$ cat config.mk
export PLATFORM = sky130hd
export DESIGN_NAME = lru_page_replacement_core_flat
export DESIGN_NICKNAME = d
export VERILOG_FILES = /design/src/design/lpr_pkg.sv /design/src/design/lpr_if.sv /design/src/design/lpr_cell.sv /design/src/design/lru_page_replacement_core.sv /design/src/flat_wrapper.sv
export VERILOG_INCLUDE_DIRS = /design/src /design/src/design
export SDC_FILE = /design/constraint.sdc
export NUM_CORES = 1
export LEC_CHECK = 0
export BUFFER_PORTS_ARGS = -buffer_cell sky130_fd_sc_hd__buf_2
export CAP_MARGIN = 0
export CORE_MARGIN = 3
export CORE_UTILIZATION = 30
export DETAILED_ROUTE_END_ITERATION = 6
export PLACE_DENSITY_LB_ADDON = 0.1
export SLEW_MARGIN = 5
export SYNTH_ARGS = -nofsm -noshare
export SYNTH_HDL_FRONTEND = slang
export SYNTH_SLANG_ARGS = --single-unit
$ cat constraint.sdc
create_clock -name clk_i -period 6 [get_ports clk_i]
set_input_delay 0 -clock clk_i [delete_from_list [all_inputs] [get_ports clk_i]]
set_output_delay 0 -clock clk_i [all_outputs]
set_load 0.02 [all_outputs]
$ cat src/design/assert_macros.svh
// Assertion macros for the LRU page replacement core.
`ifndef ASSERT_MACROS_SVH
`define ASSERT_MACROS_SVH

`ifndef SYNTH
// Property must hold at every clock edge outside reset.
`define LPR_ASSERT(lbl, prop, msg) \
  lbl: assert property (@(posedge clk_i) disable iff (!rst_ni) (prop)) else $error(msg);
// Condition must never be seen at a clock edge outside reset.
`define LPR_NEVER(lbl, prop, msg) \
  lbl: assert property (@(posedge clk_i) disable iff (!rst_ni) !(prop)) else $error(msg);
`else
`define LPR_ASSERT(lbl, prop, msg)
`define LPR_NEVER(lbl, prop, msg)
`endif

`endif

$ cat src/design/lpr_pkg.sv
// Shared constants for the LRU page replacement core.
package lpr_pkg;

  localparam int unsigned PAGE_W        = 16;  // page field width on the ports
  localparam int unsigned CNT_W         = 32;  // replacement counter width
  localparam int unsigned CFG_W         = 5;   // frame limit register width
  localparam int unsigned FRAMES_DEF    = 16;
  localparam int unsigned PAGE_BITS_DEF = 16;
  localparam logic [CFG_W-1:0] LIMIT_RST = CFG_W'(16);

endpackage

$ cat src/design/lpr_if.sv
// Valid/ready channels for page references and replacement results.
interface lpr_page_if;
  import lpr_pkg::*;

  logic              valid;
  logic              ready;
  logic [PAGE_W-1:0] page;

  modport source (output valid, output page, input ready);
  modport sink   (input valid, input page, output ready);
endinterface

interface lpr_result_if;
  import lpr_pkg::*;

  logic              valid;
  logic              ready;
  logic              hit;
  logic              evicted;
  logic [PAGE_W-1:0] evicted_page;
  logic [CNT_W-1:0]  replacement_count;

  modport source (output valid, output hit, output evicted, output evicted_page,
                  output replacement_count, input ready);
  modport sink   (input valid, input hit, input evicted, input evicted_page,
                  input replacement_count, output ready);
endinterface

$ cat src/design/lpr_cell.sv
// One recency stack cell: holds a page, compares it, shifts down on removal.
module lpr_cell #(
  parameter int unsigned EW  = 16,
  parameter int unsigned OW  = 5,
  parameter int unsigned IDX = 0
) (
  input  logic          clk_i,
  input  logic          en_i,     // reference transfer this cycle
  input  logic [OW-1:0] occ_i,    // resident page count
  input  logic [OW-1:0] top_i,    // slot that receives the new page
  input  logic [EW-1:0] pg_i,
  input  logic [EW-1:0] up_i,     // neighbor above (more recent)
  input  logic          kill_i,   // removal point is below this cell
  output logic          kill_o,
  output logic          match_o,
  output logic [EW-1:0] data_o
);

  localparam logic [OW-1:0] MY_IDX = OW'(IDX);

  logic [EW-1:0] data_q;
  logic [EW-1:0] data_d;

  assign match_o = (MY_IDX < occ_i) && (data_q == pg_i);
  assign kill_o  = kill_i | match_o;
  assign data_o  = data_q;

  always_comb begin
    data_d = data_q;
    if (MY_IDX == top_i) begin
      data_d = pg_i;
    end else if (kill_o && (MY_IDX < top_i)) begin
      data_d = up_i;
    end
  end

  always_ff @(posedge clk_i) begin
    if (en_i) begin
      data_q <= data_d;
    end
  end

endmodule

$ cat src/design/lru_page_replacement_core.sv
// LRU page replacement core: recency stack built as a chain of compare/shift cells.
// Output: a result is registered and shows in the cycle after its reference transfer.
// Throughput: one reference per cycle while the receiver takes results; all cells
// compare in parallel and shift in the same cycle, so the compare plus removal-point chain across FRAMES cells sets it.
// Reset: occupancy and replacement count clear, frame limit returns to 16,
// stack contents are left as they are (only slots below occupancy are ever read).
`include "assert_macros.svh"

module lru_page_replacement_core #(
  parameter int unsigned FRAMES    = lpr_pkg::FRAMES_DEF,
  parameter int unsigned PAGE_BITS = lpr_pkg::PAGE_BITS_DEF
) (
  input  logic                     clk_i,
  input  logic                     rst_ni,
  input  logic                     cfg_we_i,
  input  logic [lpr_pkg::CFG_W-1:0] cfg_wdata_i,
  lpr_page_if.sink                 page_i,
  lpr_result_if.source             result_o
);
  import lpr_pkg::*;

  // stored page width: the narrower of PAGE_BITS and the port width; higher page bits are ignored and read back as zero
  localparam int unsigned EW = (PAGE_BITS < PAGE_W) ? PAGE_BITS : PAGE_W;
  localparam int unsigned OW = $clog2(FRAMES + 1);
  localparam int unsigned LW = (OW > CFG_W) ? OW : CFG_W;

  // configuration and bookkeeping
  logic [CFG_W-1:0] limit_q;
  logic [OW-1:0]    occ_q, occ_d;
  logic [CNT_W-1:0] cnt_q, cnt_d;

  // output register
  logic              out_valid_q;
  logic              hit_q, evicted_q;
  logic [PAGE_W-1:0] evp_q;

  // cell chain
  logic [FRAMES-1:0] match;
  logic [FRAMES-1:0] kill;
  logic [EW-1:0]     ent [FRAMES];
  logic [EW-1:0]     pg;
  logic [LW-1:0]     lim;
  logic              xfer, hit, evict;
  logic [OW-1:0]     top;

  assign pg = page_i.page[EW-1:0];

  // limit of zero acts as one, above FRAMES acts as FRAMES
  always_comb begin
    if (limit_q == '0) begin
      lim = LW'(1);
    end else if (LW'(limit_q) > LW'(FRAMES)) begin
      lim = LW'(FRAMES);
    end else begin
      lim = LW'(limit_q);
    end
  end

  // a slot frees only while the output register can take the result
  assign page_i.ready = !out_valid_q || result_o.ready;
  assign xfer         = page_i.valid && page_i.ready;

  assign hit   = |match;
  assign evict = !hit && (LW'(occ_q) >= lim);
  // hit or evict removes one entry before the new page goes on top
  assign top   = (hit || evict) ? occ_q - OW'(1) : occ_q;

  for (genvar i = 0; i < FRAMES; i++) begin : g_cell
    logic [EW-1:0] up;
    logic          kin;
    if (i == FRAMES - 1) begin : g_last
      assign up = pg;  // never selected: top slot takes pg directly
    end else begin : g_mid
      assign up = ent[i+1];
    end
    if (i == 0) begin : g_first
      assign kin = evict;  // eviction removes the least recent slot
    end else begin : g_rest
      assign kin = kill[i-1];
    end
    lpr_cell #(
      .EW  (EW),
      .OW  (OW),
      .IDX (i)
    ) u_cell (
      .clk_i   (clk_i),
      .en_i    (xfer),
      .occ_i   (occ_q),
      .top_i   (top),
      .pg_i    (pg),
      .up_i    (up),
      .kill_i  (kin),
      .kill_o  (kill[i]),
      .match_o (match[i]),
      .data_o  (ent[i])
    );
  end

  always_comb begin
    occ_d = occ_q;
    cnt_d = cnt_q;
    if (!hit && !evict) begin
      occ_d = occ_q + OW'(1);
    end
    if (evict && (cnt_q != '1)) begin
      cnt_d = cnt_q + CNT_W'(1);  // saturates at all ones
    end
  end

  always_ff @(posedge clk_i or negedge rst_ni) begin
    if (!rst_ni) begin
      limit_q     <= LIMIT_RST;
      occ_q       <= '0;
      cnt_q       <= '0;
      out_valid_q <= 1'b0;
    end else begin
      if (cfg_we_i) begin
        limit_q <= cfg_wdata_i;
      end
      if (xfer) begin
        occ_q       <= occ_d;
        cnt_q       <= cnt_d;
        out_valid_q <= 1'b1;
      end else if (result_o.ready) begin
        out_valid_q <= 1'b0;
      end
    end
  end

  always_ff @(posedge clk_i) begin
    if (xfer) begin
      hit_q     <= hit;
      evicted_q <= evict;
      evp_q     <= evict ? PAGE_W'(ent[0]) : '0;
    end
  end

  // count register only moves on a transfer, so it holds with the result
  assign result_o.valid             = out_valid_q;
  assign result_o.hit               = hit_q;
  assign result_o.evicted           = evicted_q;
  assign result_o.evicted_page      = evp_q;
  assign result_o.replacement_count = cnt_q;

  `LPR_NEVER(a_occ_bound, occ_q > OW'(FRAMES), "occupancy above frame count")
  `LPR_NEVER(a_hit_evict, out_valid_q && hit_q && evicted_q, "hit result also evicts")
  `LPR_ASSERT(a_evict_occ, (xfer && evict) |=> $stable(occ_q), "eviction changed occupancy")
  `LPR_ASSERT(a_fill_occ, (xfer && !hit && !evict) |=> (occ_q == $past(occ_q) + OW'(1)),
              "fill did not grow occupancy")
  `LPR_ASSERT(a_cnt_step, xfer |=> ((cnt_q == $past(cnt_q)) || (cnt_q == $past(cnt_q) + CNT_W'(1))),
              "replacement count jumped")

endmodule

$ cat src/flat_wrapper.sv
// flat-port wrapper written by rule: the top's interface ports become plain ports
module lru_page_replacement_core_flat import lpr_pkg::*;
#(
  parameter int unsigned FRAMES    = lpr_pkg::FRAMES_DEF,
  parameter int unsigned PAGE_BITS = lpr_pkg::PAGE_BITS_DEF
)
  (clk_i, rst_ni, cfg_we_i, cfg_wdata_i, page_i_valid, page_i_page, page_i_ready, result_o_valid, result_o_hit, result_o_evicted, result_o_evicted_page, result_o_replacement_count, result_o_ready);
  lpr_page_if page_i_i ();
  lpr_result_if result_o_i ();
  input  logic clk_i;
  input  logic rst_ni;
  input  logic cfg_we_i;
  input  logic [lpr_pkg::CFG_W-1:0] cfg_wdata_i;
  input wire logic [$bits(page_i_i.valid)-1:0] page_i_valid;
  input wire logic [$bits(page_i_i.page)-1:0] page_i_page;
  output wire logic [$bits(page_i_i.ready)-1:0] page_i_ready;
  output wire logic [$bits(result_o_i.valid)-1:0] result_o_valid;
  output wire logic [$bits(result_o_i.hit)-1:0] result_o_hit;
  output wire logic [$bits(result_o_i.evicted)-1:0] result_o_evicted;
  output wire logic [$bits(result_o_i.evicted_page)-1:0] result_o_evicted_page;
  output wire logic [$bits(result_o_i.replacement_count)-1:0] result_o_replacement_count;
  input wire logic [$bits(result_o_i.ready)-1:0] result_o_ready;
  assign page_i_i.valid = page_i_valid;
  assign page_i_i.page = page_i_page;
  assign page_i_ready = page_i_i.ready;
  assign result_o_valid = result_o_i.valid;
  assign result_o_hit = result_o_i.hit;
  assign result_o_evicted = result_o_i.evicted;
  assign result_o_evicted_page = result_o_i.evicted_page;
  assign result_o_replacement_count = result_o_i.replacement_count;
  assign result_o_i.ready = result_o_ready;
  lru_page_replacement_core #(.FRAMES(FRAMES), .PAGE_BITS(PAGE_BITS)) u_core (.clk_i(clk_i), .rst_ni(rst_ni), .cfg_we_i(cfg_we_i), .cfg_wdata_i(cfg_wdata_i), .page_i(page_i_i), .result_o(result_o_i));
endmodule
==> impl_metrics.json <==
{
  "worstPathRequired_ns": 6.19,
  "io_pins": 78,
  "insertion_delay_ns": 0.56,
  "r2r-start": "u_core.occ_q[4]",
  "slew_headroom": 0.345,
  "status": "finished, final reports clean",
  "synth_top_area_cell": "edfxtp_1",
  "crit_arrival_ns": 5.14,
  "yosys_register_bits": 317,
  "die_h_um": 252,
  "critPathLaunchType": "register",
  "num_rows": 89,
  "min_delay_path_depth": 2,
  "stdcell_area_mm2": 0.0205,
  "worst_clock_skew_ns": 0.0387,
  "grt_max_degree": 44,
  "port_buffers": 77,
  "maxCapViolCount": 0,
  "whs_ns": 0.0634,
  "hold_path.class": "in2reg",
  "antenna_left": 0,
  "htreeDepth": 2,
  "period_needed_ns": 4.95,
  "rsz0062_at_grt": "false",
  "netlist_area_mm2": 0.0182,
  "dieWidth_um": 252,
  "rrSetupSlack_ns": 1.05,
  "drv_slew": 0,
  "routed_via_density": 4.91,
  "seq_area_frac_synth": 0.511,
  "antenna_cells": 0,
  "p_leak_nw": 7.14,
  "synth_area_leaders": "edfxtp_1 (45%), mux2_2 (9.8%), xnor2_1 (7.3%), xor2_1 (6.8%), dfrtp_1 (5.8%)",
  "routabilityCongestion": 0.786,
  "coreArea_mm2": 0.0596,
  "cp_cell_sequence": "inv_1 -> nand2_1 -> o21ai_0 -> o22ai_2 -> nor4_2 -> nand4_2 -> nor4_1 -> nor3_2 -> nor2_4 -> o21a_1",
  "dpl_cell_area_mm2": 0.0192,
  "drt-total-wl_um": 52800,
  "worstSetupPathType": "reg2reg",
  "rr_endpoint": "u_core.g_cell[0].u_cell.data_o[1]",
  "drive_gt1_frac": 0.280,
  "syn_to_final_growth_pct": 12.3,
  "cts_tree": "built",
  "setup_tns_ns": 0,
  "fmax_mhz": 202,
  "drc": 0,
  "initial_core_util": 0.306,
  "antenna_found_initial": 1,
  "synth-edff-count": 274,
  "ys_types": 87,
  "clock_tree.buffer_depth": 3,
  "fill_cells": 5819,
  "tightest_slew_ns": 0.982,
  "crit_fanout": 18,
  "wl_per_cell_um": 23.4,
  "yosys.area.top_type_share": 0.451,
  "synth_ff_type": "edfxtp_1",
  "hp-start": "page_i_page[12]",
  "grt_pass1_vias": 11685,
  "track_usage": 0.165,
  "cts.clk_slew.worst_paths_ns": 0.06,
  "async_reset_ff_frac": 0.136,
  "post_cts_buffers": 0,
  "power.total_w": 0.00903,
  "ys_warn_count": 0,
  "setup.worst_path.end_class": "register",
  "slowest_delay_ns": 0.68,
  "final_nets": 1493,
  "synth_nets": 1413,
  "grt_remaining_overflow": 0,
  "critPathSlowestCell": "o21a_1",
  "cts_buffers": 39,
  "vias": 11070,
  "power_density_mw_per_mm2": 441,
  "cts_resized": 0,
  "clock-sinks": 317,
  "min_to": "u_core.g_cell[9].u_cell.data_o[12]",
  "ctsHoldBuffers": 18,
  "cts_root_buf": "clkbuf_16",
  "ir_worst_vdd_v": 0.000156,
  "setup_violations": 0,
  "syn-instance-count": 1378,
  "drt_pass1_iterations": 5,
  "drtIter0Drc": 546,
  "dpl.hpwl_um": 38200,
  "reg2regPathDepth": 10,
  "period_share": 0.826,
  "synth_area_per_cell_um2": 13.2,
  "die-area_mm2": 0.0637,
  "hold_violations": 0,
  "grt_pass1_wl_um": 78800
}
logic make-up (layout without fill, tap and decap cells):
kind of cell    count (synthesis)  count (layout)  share of synthesized area
buf+inv                       123             225                     0.0478
flops                         317             317                      0.511
compound gates                 98              98                     0.0448
fa+ha+maj                       9               9                    0.00618
simple gates                  291             291                     0.0903
mux                           247             247                      0.160
xor+xnor                      293             293                      0.141
critical path: cells and delay by family (launching register included):
family / cells / cell delay [ns]
buffers and inverters: 1 / 0.47
AND/OR/NAND/NOR: 6 / 2.40
flip-flops: 1 / 0.60
AO/OA/AOI/OAI: 3 / 1.12
sequential cells by signal, summed over array words and instances, names as in the netlist:
| register | cells |
|---|---|
| u_core.result_o.valid | 1 |
| u_core.g_cell.u_cell.data_o | 256 |
| u_core.limit_q | 5 |
| u_core.result_o.evicted_page | 16 |
| u_core.occ_q | 5 |
| u_core.result_o.evicted | 1 |
| u_core.result_o.hit | 1 |
| u_core.result_o.replacement_count | 32 |
metal layers:
layer	routed length, µm	share of wire	GRT usage
met1	24700	0.47	0.223
met4	886	0.017	0.0410
met5	20	0.00038	0
met2	25400	0.48	0.279
met3	1800	0.034	0.0259
how the worst max path moves through the flow:
stage	startpoint	endpoint	slack, ns	depth (start not counted)
final	u_core.occ_q[4]	u_core.g_cell[0].u_cell.data_o[1]	1.05	10
after global routing	u_core.occ_q[4]	u_core.g_cell[6].u_cell.data_o[12]	0.87	11
after CTS	u_core.occ_q[4]	u_core.g_cell[6].u_cell.data_o[12]	1.10	11
after detailed placement	u_core.occ_q[4]	u_core.g_cell[6].u_cell.data_o[3]	1.11	11
after global placement	u_core.occ_q[4]	u_core.g_cell[6].u_cell.data_o[7]	1.11	11
after floorplan	u_core.occ_q[0]	u_core.g_cell[1].u_cell.data_o[0]	1.46	14
stage by stage:
stage | std cells | setup WS [ns] | util
CTS | 2253 | 1.10 | 0.343
global placement | 2172 | 1.11 | 0.322
floorplan | 1378 | 1.46 | -
finish | 2253 | 1.05 | 0.343
detailed placement | 2172 | 1.11 | 0.322
global route | 2253 | 0.868 | 0.343
layout by cell type (no fill, tap or decap), drive strengths merged, types with 25 or more instances in the layout:
| cell | n |
|---|---|
| dfrtp | 42 |
| nand2 | 49 |
| nand4 | 40 |
| nor2 | 46 |
| clkbuf | 50 |
| nor4 | 38 |
| nand3 | 33 |
| mux2 | 245 |
| xnor2 | 151 |
| xor2 | 142 |
| nor3 | 25 |
| buf | 129 |
| edfxtp | 274 |
layout make-up:
cell class	instances	area, µm²	area share
inverters	15	56.3	0.00275
well taps	773	967	0.0473
multi-input cells	938	8080	0.395
clock buffers	50	1040	0.0507
flip-flops and latches	317	9310	0.455
repair buffers	147	956	0.0467
clock inverters	13	58.8	0.00287
report_power, final:
part / leakage [nW] / total (W) / switching (W) / internal, W
clock: 0.538 / 0.00211 / 0.000905 / 0.00121
combinational: 3.53 / 0.00323 / 0.00186 / 0.00137
sequential: 3.07 / 0.00369 / 0.000440 / 0.00325
cells in the mapped netlist (28+ instances only):
library cell,count
xnor2_1,151
mux2_2,159
nor4_1,31
edfxtp_1,274
nand3_1,33
nor2_1,43
nand4_1,39
clkbuf_1,28
mux2_1,52
mux2_4,34
buf_6,41
dfrtp_1,42
xor2_1,142
nand2_1,46
No activity file was read; power rests on OpenSTA's default activity.
